`src/rtl/lse_pkg.sv`:
```
// lse_pkg: shared types and defaults for the LIFO stack engine.
// No dependencies; used by lse_in_if, lse_out_if, lse_cell and lifo_stack_engine.
package lse_pkg;

    localparam int DEFAULT_STACK_DEPTH = 64;
    localparam int DEFAULT_VALUE_WIDTH = 32;
    localparam int MODE_W              = 2;
    localparam int STATUS_W            = 2;
    localparam int DATA_W              = 32;

    typedef enum logic [MODE_W-1:0] {
        MODE_PUSH = 2'd0,
        MODE_POP  = 2'd1,
        MODE_SWAP = 2'd2,
        MODE_EMIT = 2'd3
    } t_mode;

    typedef enum logic [STATUS_W-1:0] {
        ST_OK    = 2'd0,
        ST_FULL  = 2'd1,
        ST_EMPTY = 2'd2,
        ST_SHORT = 2'd3
    } t_status;

    // what a cell loads on the next clock
    typedef enum logic [1:0] {
        CELL_HOLD,
        CELL_ABOVE,
        CELL_BELOW,
        CELL_TOP
    } t_cell_op;

endpackage

```
`src/rtl/lse_in_if.sv`:
```
// lse_in_if: request channel of the stack engine (operation and value).
// Depends on lse_pkg for field widths.
interface lse_in_if;
    logic                              valid;
    logic                              ready;
    logic [lse_pkg::MODE_W-1:0]        mode;
    logic signed [lse_pkg::DATA_W-1:0] push_value;

    modport source (output valid, output mode, output push_value, input ready);
    modport sink   (input valid, input mode, input push_value, output ready);
endinterface

```
`src/rtl/lse_out_if.sv`:
```
// lse_out_if: result channel of the stack engine (value, status, last flag).
// Depends on lse_pkg for field widths.
interface lse_out_if;
    logic                              valid;
    logic                              ready;
    logic signed [lse_pkg::DATA_W-1:0] out_value;
    logic [lse_pkg::STATUS_W-1:0]      status;
    logic                              is_last;

    modport source (output valid, output out_value, output status, output is_last,
                    input ready);
    modport sink   (input valid, input out_value, input status, input is_last,
                    output ready);
endinterface

```
`src/rtl/lse_cell.sv`:
```
// lse_cell: one stack slot; loads from its upper or lower neighbor or the top.
// Depends on lse_pkg (t_cell_op, defaults).
module lse_cell #(
    parameter int VALUE_WIDTH = lse_pkg::DEFAULT_VALUE_WIDTH
) (
    input  logic                   i_clk,
    input  lse_pkg::t_cell_op      i_op,
    input  logic [VALUE_WIDTH-1:0] i_above,
    input  logic [VALUE_WIDTH-1:0] i_below,
    input  logic [VALUE_WIDTH-1:0] i_top,
    output logic [VALUE_WIDTH-1:0] o_value
);

    logic [VALUE_WIDTH-1:0] r_value;
    logic [VALUE_WIDTH-1:0] n_value;

    always_comb begin
        case (i_op)
            lse_pkg::CELL_ABOVE: n_value = i_above;
            lse_pkg::CELL_BELOW: n_value = i_below;
            lse_pkg::CELL_TOP:   n_value = i_top;
            default:             n_value = r_value;
        endcase
    end

    always_ff @(posedge i_clk) begin
        r_value <= n_value;
    end

    assign o_value = r_value;

endmodule

```
`src/rtl/lifo_stack_engine.sv`:
```
// lifo_stack_engine: bounded LIFO stack built as a chain of lse_cell slots.
// Depends on lse_pkg, lse_in_if, lse_out_if and lse_cell.
//
//   channel  dir  fields                          accepted when
//   i_req    in   mode, push_value                valid && ready
//   o_res    out  out_value, status, is_last      valid && ready
//
// Push, pop and swap: one request per cycle while no emit walk or held result stalls it, one status result each.
// Emit-all with n entries: the chain rotates its top n cells one place per cycle, unless a
// held result stalls it, and the top cell is shown, so the stack is whole again at the end.
// Emit on an empty stack: no result.
// Reset (synchronous): stack empty at once, no clearing pass; slot contents stay unknown.
// A result held in the output register stalls both new requests and the emit walk.
module lifo_stack_engine #(
    parameter int STACK_DEPTH = lse_pkg::DEFAULT_STACK_DEPTH,
    parameter int VALUE_WIDTH = lse_pkg::DEFAULT_VALUE_WIDTH
) (
    input  logic      i_clk,
    input  logic      i_rst_n,
    lse_in_if.sink    i_req,
    lse_out_if.source o_res
);

    localparam int CNT_W = $clog2(STACK_DEPTH + 1);
    localparam int IDX_W = $clog2(STACK_DEPTH);

    logic [CNT_W-1:0]           r_count;
    logic                       r_emit;
    logic [IDX_W-1:0]           r_k;
    logic                       r_out_valid;
    logic [lse_pkg::DATA_W-1:0] r_out_value;
    lse_pkg::t_status           r_out_status;
    logic                       r_out_last;

    logic                       w_slot;
    logic                       w_acc;
    logic                       w_step;
    logic                       w_full;
    logic                       w_empty;
    logic                       w_short;
    logic                       w_walk_last;
    logic [CNT_W-1:0]           w_cnt_m1;
    lse_pkg::t_mode             w_mode;
    lse_pkg::t_status           w_status;
    logic signed [63:0]         w_push_ext;
    logic signed [63:0]         w_top_ext;
    logic [VALUE_WIDTH-1:0]     w_push_val;

    logic [VALUE_WIDTH-1:0]     w_cell [STACK_DEPTH];
    lse_pkg::t_cell_op          w_op   [STACK_DEPTH];

    assign w_mode      = lse_pkg::t_mode'(i_req.mode);
    assign w_slot      = !r_out_valid || o_res.ready;
    assign i_req.ready = !r_emit && w_slot;
    assign w_acc       = i_req.valid && i_req.ready;
    assign w_step      = r_emit && w_slot;
    assign w_full      = (r_count == CNT_W'(STACK_DEPTH));
    assign w_empty     = (r_count == '0);
    assign w_short     = (r_count < CNT_W'(2));
    assign w_cnt_m1    = r_count - CNT_W'(1);
    assign w_walk_last = (r_k == w_cnt_m1[IDX_W-1:0]);

    assign w_push_ext  = 64'(i_req.push_value);
    assign w_push_val  = w_push_ext[VALUE_WIDTH-1:0];
    assign w_top_ext   = 64'(signed'(w_cell[0]));

    always_comb begin
        case (w_mode)
            lse_pkg::MODE_PUSH: w_status = w_full  ? lse_pkg::ST_FULL  : lse_pkg::ST_OK;
            lse_pkg::MODE_POP:  w_status = w_empty ? lse_pkg::ST_EMPTY : lse_pkg::ST_OK;
            lse_pkg::MODE_SWAP: w_status = w_short ? lse_pkg::ST_SHORT : lse_pkg::ST_OK;
            default:            w_status = lse_pkg::ST_OK;
        endcase
    end

    // per-cell load select
    always_comb begin
        for (int i = 0; i < STACK_DEPTH; i++) begin
            w_op[i] = lse_pkg::CELL_HOLD;
        end
        if (w_acc) begin
            case (w_mode)
                lse_pkg::MODE_PUSH: begin
                    if (!w_full) begin
                        for (int i = 0; i < STACK_DEPTH; i++) w_op[i] = lse_pkg::CELL_ABOVE;
                    end
                end
                lse_pkg::MODE_POP: begin
                    if (!w_empty) begin
                        for (int i = 0; i < STACK_DEPTH; i++) w_op[i] = lse_pkg::CELL_BELOW;
                    end
                end
                lse_pkg::MODE_SWAP: begin
                    if (!w_short) begin
                        w_op[0] = lse_pkg::CELL_BELOW;
                        w_op[1] = lse_pkg::CELL_ABOVE;
                    end
                end
                default: ;
            endcase
        end
        if (w_step) begin
            // rotate the occupied cells up; the top wraps into the deepest one
            for (int i = 0; i < STACK_DEPTH; i++) begin
                if (CNT_W'(i) < w_cnt_m1) begin
                    w_op[i] = lse_pkg::CELL_BELOW;
                end else if (CNT_W'(i) == w_cnt_m1) begin
                    w_op[i] = lse_pkg::CELL_TOP;
                end
            end
        end
    end

    for (genvar g = 0; g < STACK_DEPTH; g++) begin : g_cell
        logic [VALUE_WIDTH-1:0] w_above;
        logic [VALUE_WIDTH-1:0] w_below;

        if (g == 0) begin : g_head
            assign w_above = w_push_val;
        end else begin : g_mid
            assign w_above = w_cell[g-1];
        end
        if (g == STACK_DEPTH - 1) begin : g_tail
            assign w_below = w_cell[g];
        end else begin : g_link
            assign w_below = w_cell[g+1];
        end

        lse_cell #(
            .VALUE_WIDTH (VALUE_WIDTH)
        ) u_cell (
            .i_clk   (i_clk),
            .i_op    (w_op[g]),
            .i_above (w_above),
            .i_below (w_below),
            .i_top   (w_cell[0]),
            .o_value (w_cell[g])
        );
    end

    always_ff @(posedge i_clk) begin
        if (!i_rst_n) begin
            r_count     <= '0;
            r_emit      <= 1'b0;
            r_k         <= '0;
            r_out_valid <= 1'b0;
        end else begin
            if ((w_acc && w_mode != lse_pkg::MODE_EMIT) || w_step) begin
                r_out_valid <= 1'b1;
            end else if (o_res.ready) begin
                r_out_valid <= 1'b0;
            end
            if (w_acc) begin
                case (w_mode)
                    lse_pkg::MODE_PUSH: begin
                        if (!w_full) r_count <= r_count + CNT_W'(1);
                    end
                    lse_pkg::MODE_POP: begin
                        if (!w_empty) r_count <= w_cnt_m1;
                    end
                    lse_pkg::MODE_SWAP: ;
                    default: begin
                        if (!w_empty) begin
                            r_emit <= 1'b1;
                            r_k    <= '0;
                        end
                    end
                endcase
            end
            if (w_step) begin
                r_k <= r_k + IDX_W'(1);
                if (w_walk_last) r_emit <= 1'b0;
            end
        end
    end

    always_ff @(posedge i_clk) begin
        if (w_acc && w_mode != lse_pkg::MODE_EMIT) begin
            r_out_value  <= '0;
            r_out_status <= w_status;
            r_out_last   <= 1'b1;
        end else if (w_step) begin
            r_out_value  <= w_top_ext[lse_pkg::DATA_W-1:0];
            r_out_status <= lse_pkg::ST_OK;
            r_out_last   <= w_walk_last;
        end
    end

    assign o_res.valid     = r_out_valid;
    assign o_res.out_value = r_out_value;
    assign o_res.status    = r_out_status;
    assign o_res.is_last   = r_out_last;

    a_count_bound: assert property (@(posedge i_clk) disable iff (!i_rst_n)
        r_count <= CNT_W'(STACK_DEPTH))
        else $error("fill count above stack depth");

    a_walk_nonempty: assert property (@(posedge i_clk) disable iff (!i_rst_n)
        r_emit |-> (!w_empty && r_k <= w_cnt_m1[IDX_W-1:0]))
        else $error("emit walk past the occupied cells");

    a_error_is_last: assert property (@(posedge i_clk) disable iff (!i_rst_n)
        (r_out_valid && r_out_status != lse_pkg::ST_OK) |-> r_out_last)
        else $error("error status without last flag");

    a_pop_count: assert property (@(posedge i_clk) disable iff (!i_rst_n)
        (w_acc && w_mode == lse_pkg::MODE_POP && !w_empty)
            |=> (r_count == $past(w_cnt_m1)))
        else $error("pop did not shrink the stack");

    a_walk_done: assert property (@(posedge i_clk) disable iff (!i_rst_n)
        (w_step && w_walk_last) |=> (!r_emit && r_out_valid && r_out_last))
        else $error("emit walk did not end on a last result");

endmodule

```
`src/flat_wrapper.sv`:
```
// flat-port wrapper written by rule: the top's interface ports become plain ports
module lifo_stack_engine_flat 
#(
    parameter int STACK_DEPTH = lse_pkg::DEFAULT_STACK_DEPTH,
    parameter int VALUE_WIDTH = lse_pkg::DEFAULT_VALUE_WIDTH
)
  (i_clk, i_rst_n, i_req_valid, i_req_mode, i_req_push_value, i_req_ready, o_res_valid, o_res_out_value, o_res_status, o_res_is_last, o_res_ready);
  lse_in_if i_req_i ();
  lse_out_if o_res_i ();
  input  logic i_clk;
  input  logic i_rst_n;
  input wire logic [$bits(i_req_i.valid)-1:0] i_req_valid;
  input wire logic [$bits(i_req_i.mode)-1:0] i_req_mode;
  input wire logic [$bits(i_req_i.push_value)-1:0] i_req_push_value;
  output wire logic [$bits(i_req_i.ready)-1:0] i_req_ready;
  output wire logic [$bits(o_res_i.valid)-1:0] o_res_valid;
  output wire logic [$bits(o_res_i.out_value)-1:0] o_res_out_value;
  output wire logic [$bits(o_res_i.status)-1:0] o_res_status;
  output wire logic [$bits(o_res_i.is_last)-1:0] o_res_is_last;
  input wire logic [$bits(o_res_i.ready)-1:0] o_res_ready;
  assign i_req_i.valid = i_req_valid;
  assign i_req_i.mode = i_req_mode;
  assign i_req_i.push_value = i_req_push_value;
  assign i_req_ready = i_req_i.ready;
  assign o_res_valid = o_res_i.valid;
  assign o_res_out_value = o_res_i.out_value;
  assign o_res_status = o_res_i.status;
  assign o_res_is_last = o_res_i.is_last;
  assign o_res_i.ready = o_res_ready;
  lifo_stack_engine #(.STACK_DEPTH(STACK_DEPTH), .VALUE_WIDTH(VALUE_WIDTH)) u_core (.i_clk(i_clk), .i_rst_n(i_rst_n), .i_req(i_req_i), .o_res(o_res_i));
endmodule
```
`config.mk`:
```
export PLATFORM = sky130hd
export DESIGN_NAME = lifo_stack_engine_flat
export DESIGN_NICKNAME = d
export VERILOG_FILES = /design/src/rtl/lse_pkg.sv /design/src/rtl/lse_in_if.sv /design/src/rtl/lse_out_if.sv /design/src/rtl/lse_cell.sv /design/src/rtl/lifo_stack_engine.sv /design/src/flat_wrapper.sv
export SDC_FILE = /design/constraint.sdc
export NUM_CORES = 2
export LEC_CHECK = 0
export BUFFER_PORTS_ARGS = -buffer_cell sky130_fd_sc_hd__buf_2
export CAP_MARGIN = 20
export CORE_ASPECT_RATIO = 1.4
export CORE_MARGIN = 10
export CORE_UTILIZATION = 50
export CTS_CLUSTER_DIAMETER = 100
export DETAILED_ROUTE_END_ITERATION = 10
export GPL_ROUTABILITY_DRIVEN = 0
export PLACE_DENSITY_LB_ADDON = 0.3
export SLEW_MARGIN = 20
export SYNTH_ARGS = -nofsm -noshare
export SYNTH_HDL_FRONTEND = slang
export SYNTH_HIERARCHICAL = 1
export SYNTH_SLANG_ARGS = --single-unit
export TNS_END_PERCENT = 30
```
`constraint.sdc`:
```
create_clock -name i_clk -period 3.9 [get_ports i_clk]
set_input_delay 0.585 -clock i_clk [delete_from_list [all_inputs] [get_ports i_clk]]
set_output_delay 0.585 -clock i_clk [all_outputs]
set_load 0.05 [all_outputs]
```
# Yosys cells after proc, flatten, opt, wreduce, memory -nomap -nowiden
# Cells that the tools add are included.
word_totals:
  ff_bits: 2098
  input_bits: 38
  out_inout_bits: 37
  word_cells: 703
op_classes:
  add_sub_neg: 3
  order_cmp: 65
  eq_ne: 262
  n_mux: 219
  n_reduce_logical: 83
op_table:
  columns: ["op", "n"]
  rows:
  - ["$pmux 32 s3", 61]
  - ["$mux 128", 3]
  - ["$mux 2", 132]
  - ["$eq 2x2->1 const B", 127]
  - ["$pmux 124 s2", 1]
  - ["$eq 6x7->1 const A", 32]
  - ["$lt 6x7->1 const A", 32]
  - ["$pmux 32 s2", 3]
  - ["$reduce_bool 3->1", 61]
  - ["$eq 2x1->1 const B", 65]
  - ["$mux 127", 1]
  - ["$eq 5x7->1 const A", 16]
  - ["$lt 5x7->1 const A", 16]
  - ["$eq 4x7->1 const A", 8]
  - ["$lt 4x7->1 const A", 8]
  - ["$eq 3x7->1 const A", 4]
  - ["$lt 3x7->1 const A", 4]
  - ["$mux 6", 4]
  - ["$eq 2x7->1 const A", 2]
  - ["$logic_not 7->1", 2]
  - ["$lt 1x7->1 const A", 2]
  - ["$lt 2x7->1 const A", 2]
  - ["$mux 7", 2]
  - ["$pmux 7 s2", 1]
  - ["other kinds (22)", 43]

# Longest topological paths before layout
depth:
  depth_word: 11
  ltp_mapped: 17

# Modules after synthesis
# Netlist, hierarchy kept.
by_module_without_submodules:
  columns: ["module", "n_inst", "cells_per_inst", "area_each_um2"]
  rows:
  - ["lse_cell", 64, 140, 1672.9]
  - ["lifo_stack_engine", 1, 702, 4838.4]

# Worst setup path after synthesis
# Ideal clock, no wire load.
synth_path:
  path_kind: "register to register"
  start: "reg u_core.r_count[0]"
  end: "reg u_core.g_cell[48].u_cell.r_value[0], enable pin"
  setup_ns: 0.375
  t_arrival_ns: 3.619
  setup_slack_ns: -0.093
  path_stages_with_launch: 15
  n_path_buf: 6
  path_cell_list: "dfxtp_1 > buf_2 > buf_1 > inv_1 > ha_1 > buf_4 > nor2b_1 > o41ai_1 > a221oi_4 > o21ai_4 > buf_6 > a2bb2oi_1 > buf_6 > buf_12 > or2_2"
synth_lines:
  columns: ["element", "line", "text"]
  rows:
  - ["from (decl)", "lifo_stack_engine.sv:27", "logic [CNT_W-1:0] r_count;"]
  - ["from (signal assigned)", "lifo_stack_engine.sv:156", "if (!w_full) r_count <= r_count + CNT_W'(1);"]
  - ["from (signal assigned)", "lifo_stack_engine.sv:159", "if (!w_empty) r_count <= w_cnt_m1;"]
  - ["to (signal assigned)", "lse_cell.sv:27", "r_value <= n_value;"]
  - ["to (decl)", "lse_cell.sv:14", "logic [VALUE_WIDTH-1:0] r_value;"]

==> flow_summary.ini <==
[global_routing]
grt_pass1_wl_um = 464400
grt_usage = 0.2371
grt_start_max_net_pins = 67
grt_pass1_vias = 79315
grt-ovfl-total = 0
antenna_found_initial = 4

[layout]
post-route-util = 0.5430
fillCellCount = 18915
nets = 9592
syn2layout_area_growth_pct = 8.044
drive_above_1_share = 0.09632
final_cells = 12617

[sta]
fin_worst_skew_ps = 79.99
drv_slew = 0
rsz0062_at_grt = no
layout_min_cycle_time_ps = 3795
final_hold_viol_count = 0
finalCritPeriodShare = 0.9730
setup_viol_count_final = 0
relSlewSlack = 0.2328
fmax_mhz = 263.5
tightest_slew_ps = 1151
finalSetupTns_ps = 0

[routing]
ant_nets = 0
drt_iter0_drc = 7549
wirelength_um = 301800
vias = 77413
drc = 0
firstDrtPassIters = 6
vias_per_cell = 6.136
wire_per_inst_um = 23.92

[logic_synthesis]
synth.top_cells.by_count = a21oi_1, nor2_1, edfxtp_1, mux2i_1, clkbuf_1
synth_seq_cells = 2098
seq_area_frac_synth = 0.5587
synth_top_area_share = 0.5501
yosysUniqueCellTypes = 79
synth_area_um2 = 111900
synthTopCellsByArea = edfxtp_1, mux2i_1, a21oi_1
synth.most_common_cell = a21oi_1
synthArstFlopShare = 0
synth-main-ff-cell = edfxtp_1
synth-edff-count = 2050
synth_nets = 9706
yosysWarnings = 6
synthCells = 9662
syn_area_per_cell_um2 = 11.58
synth.largest_area_cell = edfxtp_1

[cts]
cts_buffer_depth = 4
cts_sinks = 2098
root_buffer = clkbuf_16
clkTransAtPathRegs_ps = 70
cts_max_level = 4
clk-insertion-delay-late_ps = 900
cts_made_buffers = 211
cts_tree = yes

[die]
start_util = 0.5026
core.rowCount = 205
dieArea_um2 = 243400
io_pins = 75
core-area_um2 = 222600
die_h_um = 579.8
dieWidth_um = 419.8

[pwr]
p_per_area_nw_per_um2 = 498.5
ir_drop_mv = 0.5222
leakage_nw = 38.88

[placement]
place_inst = 12226
io_buffers = 74
place_hpwl_um = 206400

[worst_setup_path]
worstSetupPathType = reg -> reg
cp_max_fo = 13
crit_path_end_kind = register
critical_path_required_ps = 4500
crit_path_start_kind = register
cp.arrival_ps = 4400

[job]
maxCapViolCount = 0

[run_status]
status = finished, final reports clean

[min_path]
min_path_type = in -> reg
cells in the final DEF (no fill, tap or decap), types with 6 or more instances in the layout:
cell,synthesis,layout
nor3_1,14,14
o211ai_4,0,13
ha_1,6,6
clkinv_1,1,53
inv_1,7,7
nand2b_1,7,7
bufinv_16,0,15
clkinv_2,0,35
o211ai_1,22,22
or3_1,8,7
or2_4,0,11
xnor2_1,13,12
clkbuf_1,232,44
mux2i_1,2050,2050
edfxtp_1,2050,2050
buf_12,192,105
nand4_1,10,10
and2_1,7,6
clkbuf_8,0,8
or2_2,67,56
dlygate4sd3_1,0,7
nand2_1,113,98
and3_1,6,6
nor2_1,2093,2091
o21ai_4,1,39
a21oi_1,2111,2109
a31oi_1,7,7
a2bb2oi_4,0,19
clkbuf_16,0,213
buf_4,67,263
dfxtp_1,48,48
o31ai_4,0,9
clkinvlp_4,0,6
nand3_1,39,35
o21ai_0,56,26
buf_2,211,74
nand2_2,0,14
area by class of cell:
| class | instances | area [um^2] | share of cell area |
|---|---|---|---|
| Inverter | 8 | 30.03 | 0.0002484 |
| Antenna cell | 1 | 2.502 | 0.00002070 |
| Multi-Input combinational cell | 6779 | 43580 | 0.3604 |
| Sequential cell | 2098 | 62520 | 0.5171 |
| Clock buffer | 265 | 5605 | 0.04636 |
| Timing Repair Buffer | 450 | 4528 | 0.03745 |
| Clock inverter | 118 | 1013 | 0.008383 |
| Tap cell | 2898 | 3626 | 0.02999 |
worst max-delay path: stages, from the launching register on:
cell and delay, ps:
dfxtp_1 320, inv_1 80, ha_1 270, buf_4 240, nand2b_1 130, a2111oi_1 610, or2_1 220, buf_4 180
and3_1 250, a21o_2 550, buf_4 260, mux2i_1 260, a21oi_1 120
routing by layer:
| metal | track usage | wire length (um) | vias up |
|---|---|---|---|
| met5 | 0 | 27 | - |
| met4 | 0.09467 | 12720 | 4 |
| met3 | 0.02754 | 15350 | 753 |
| met2 | 0.4240 | 155700 | 2846 |
| met1 | 0.2888 | 118000 | 38587 |
| li1 | - | - | 35223 |
where the power goes:
group,internal (W),leakage [nW],switching [W]
Sequential,0.0282,19.3,0.00154
Clock,0.0112,3.24,0.00889
Combinational,0.00354,16.3,0.00691
Total,0.0429,38.9,0.0173
metrics by stage:
stage | power [W] | setup WS [ps] | cell area (um^2) | hold slack [ps]
floorplan | 0.03704 | -37.11 | 111900 | 430.7
global placement | 0.04013 | 221.9 | 114200 | 442.3
detailed placement | 0.04048 | 190.1 | 114200 | 446.3
CTS | 0.06042 | 131.9 | 120900 | 4.150
global route | 0.06252 | 6.070 | 120900 | 18.66
finish | 0.06026 | 105.4 | 120900 | 49.04
kinds of logic (layout without fill, tap and decap cells):
logic type | Yosys count | count (layout) | synth area share
adders and majority gates | 6 | 6 | 0.0006709
AOI/OAI and AO/OA | 2311 | 2311 | 0.1079
buffers and inverters | 785 | 841 | 0.06334
and+or+nand+nor | 2393 | 2393 | 0.08439
xor gates and xnor gates | 17 | 17 | 0.001398
muxes | 2052 | 2052 | 0.1836
DFF | 2098 | 2098 | 0.5587
other | 0 | 1 | 0
state kept, by name, summed over array words and instances (netlist names):
name                          flops
u_core/o_res.status               2
u_core/r_k                        6
u_core/r_emit                     1
u_core/g_cell.u_cell/o_value   2048
u_core/r_count                    7
u_core/o_res.valid                1
u_core/o_res.is_last              1
u_core/o_res.out_value           32
path summary, 6_finish.rpt:
kind / from / end / slack, ps / cells past startpoint
worst max-delay path: u_core/r_count[1]$_SDFFE_PN0P_ / u_core/g_cell[3].u_cell/o_value[26]$_DFFE_PP_ / 110 / 12
worst min-delay path: i_req_push_value[16] / u_core/g_cell[0].u_cell/o_value[16]$_DFFE_PP_ / 50 / 3
worst max register to register: u_core/r_count[1]$_SDFFE_PN0P_ / u_core/g_cell[3].u_cell/o_value[26]$_DFFE_PP_ / 110 / 12
worst min register to register: u_core/o_res.out_value[1]$_SDFFE_PP0P_ / u_core/o_res.out_value[1]$_SDFFE_PP0P_ / 460 / 2
timing repair:
action	4_1_cts	5_1_grt
endpoints found under the setup margin	0	205
setup buffers	0	0
hold endpoints to repair	10	0
gates resized for setup	0	11
hold buffers	7	0
(Power assumes the default switching activity.)
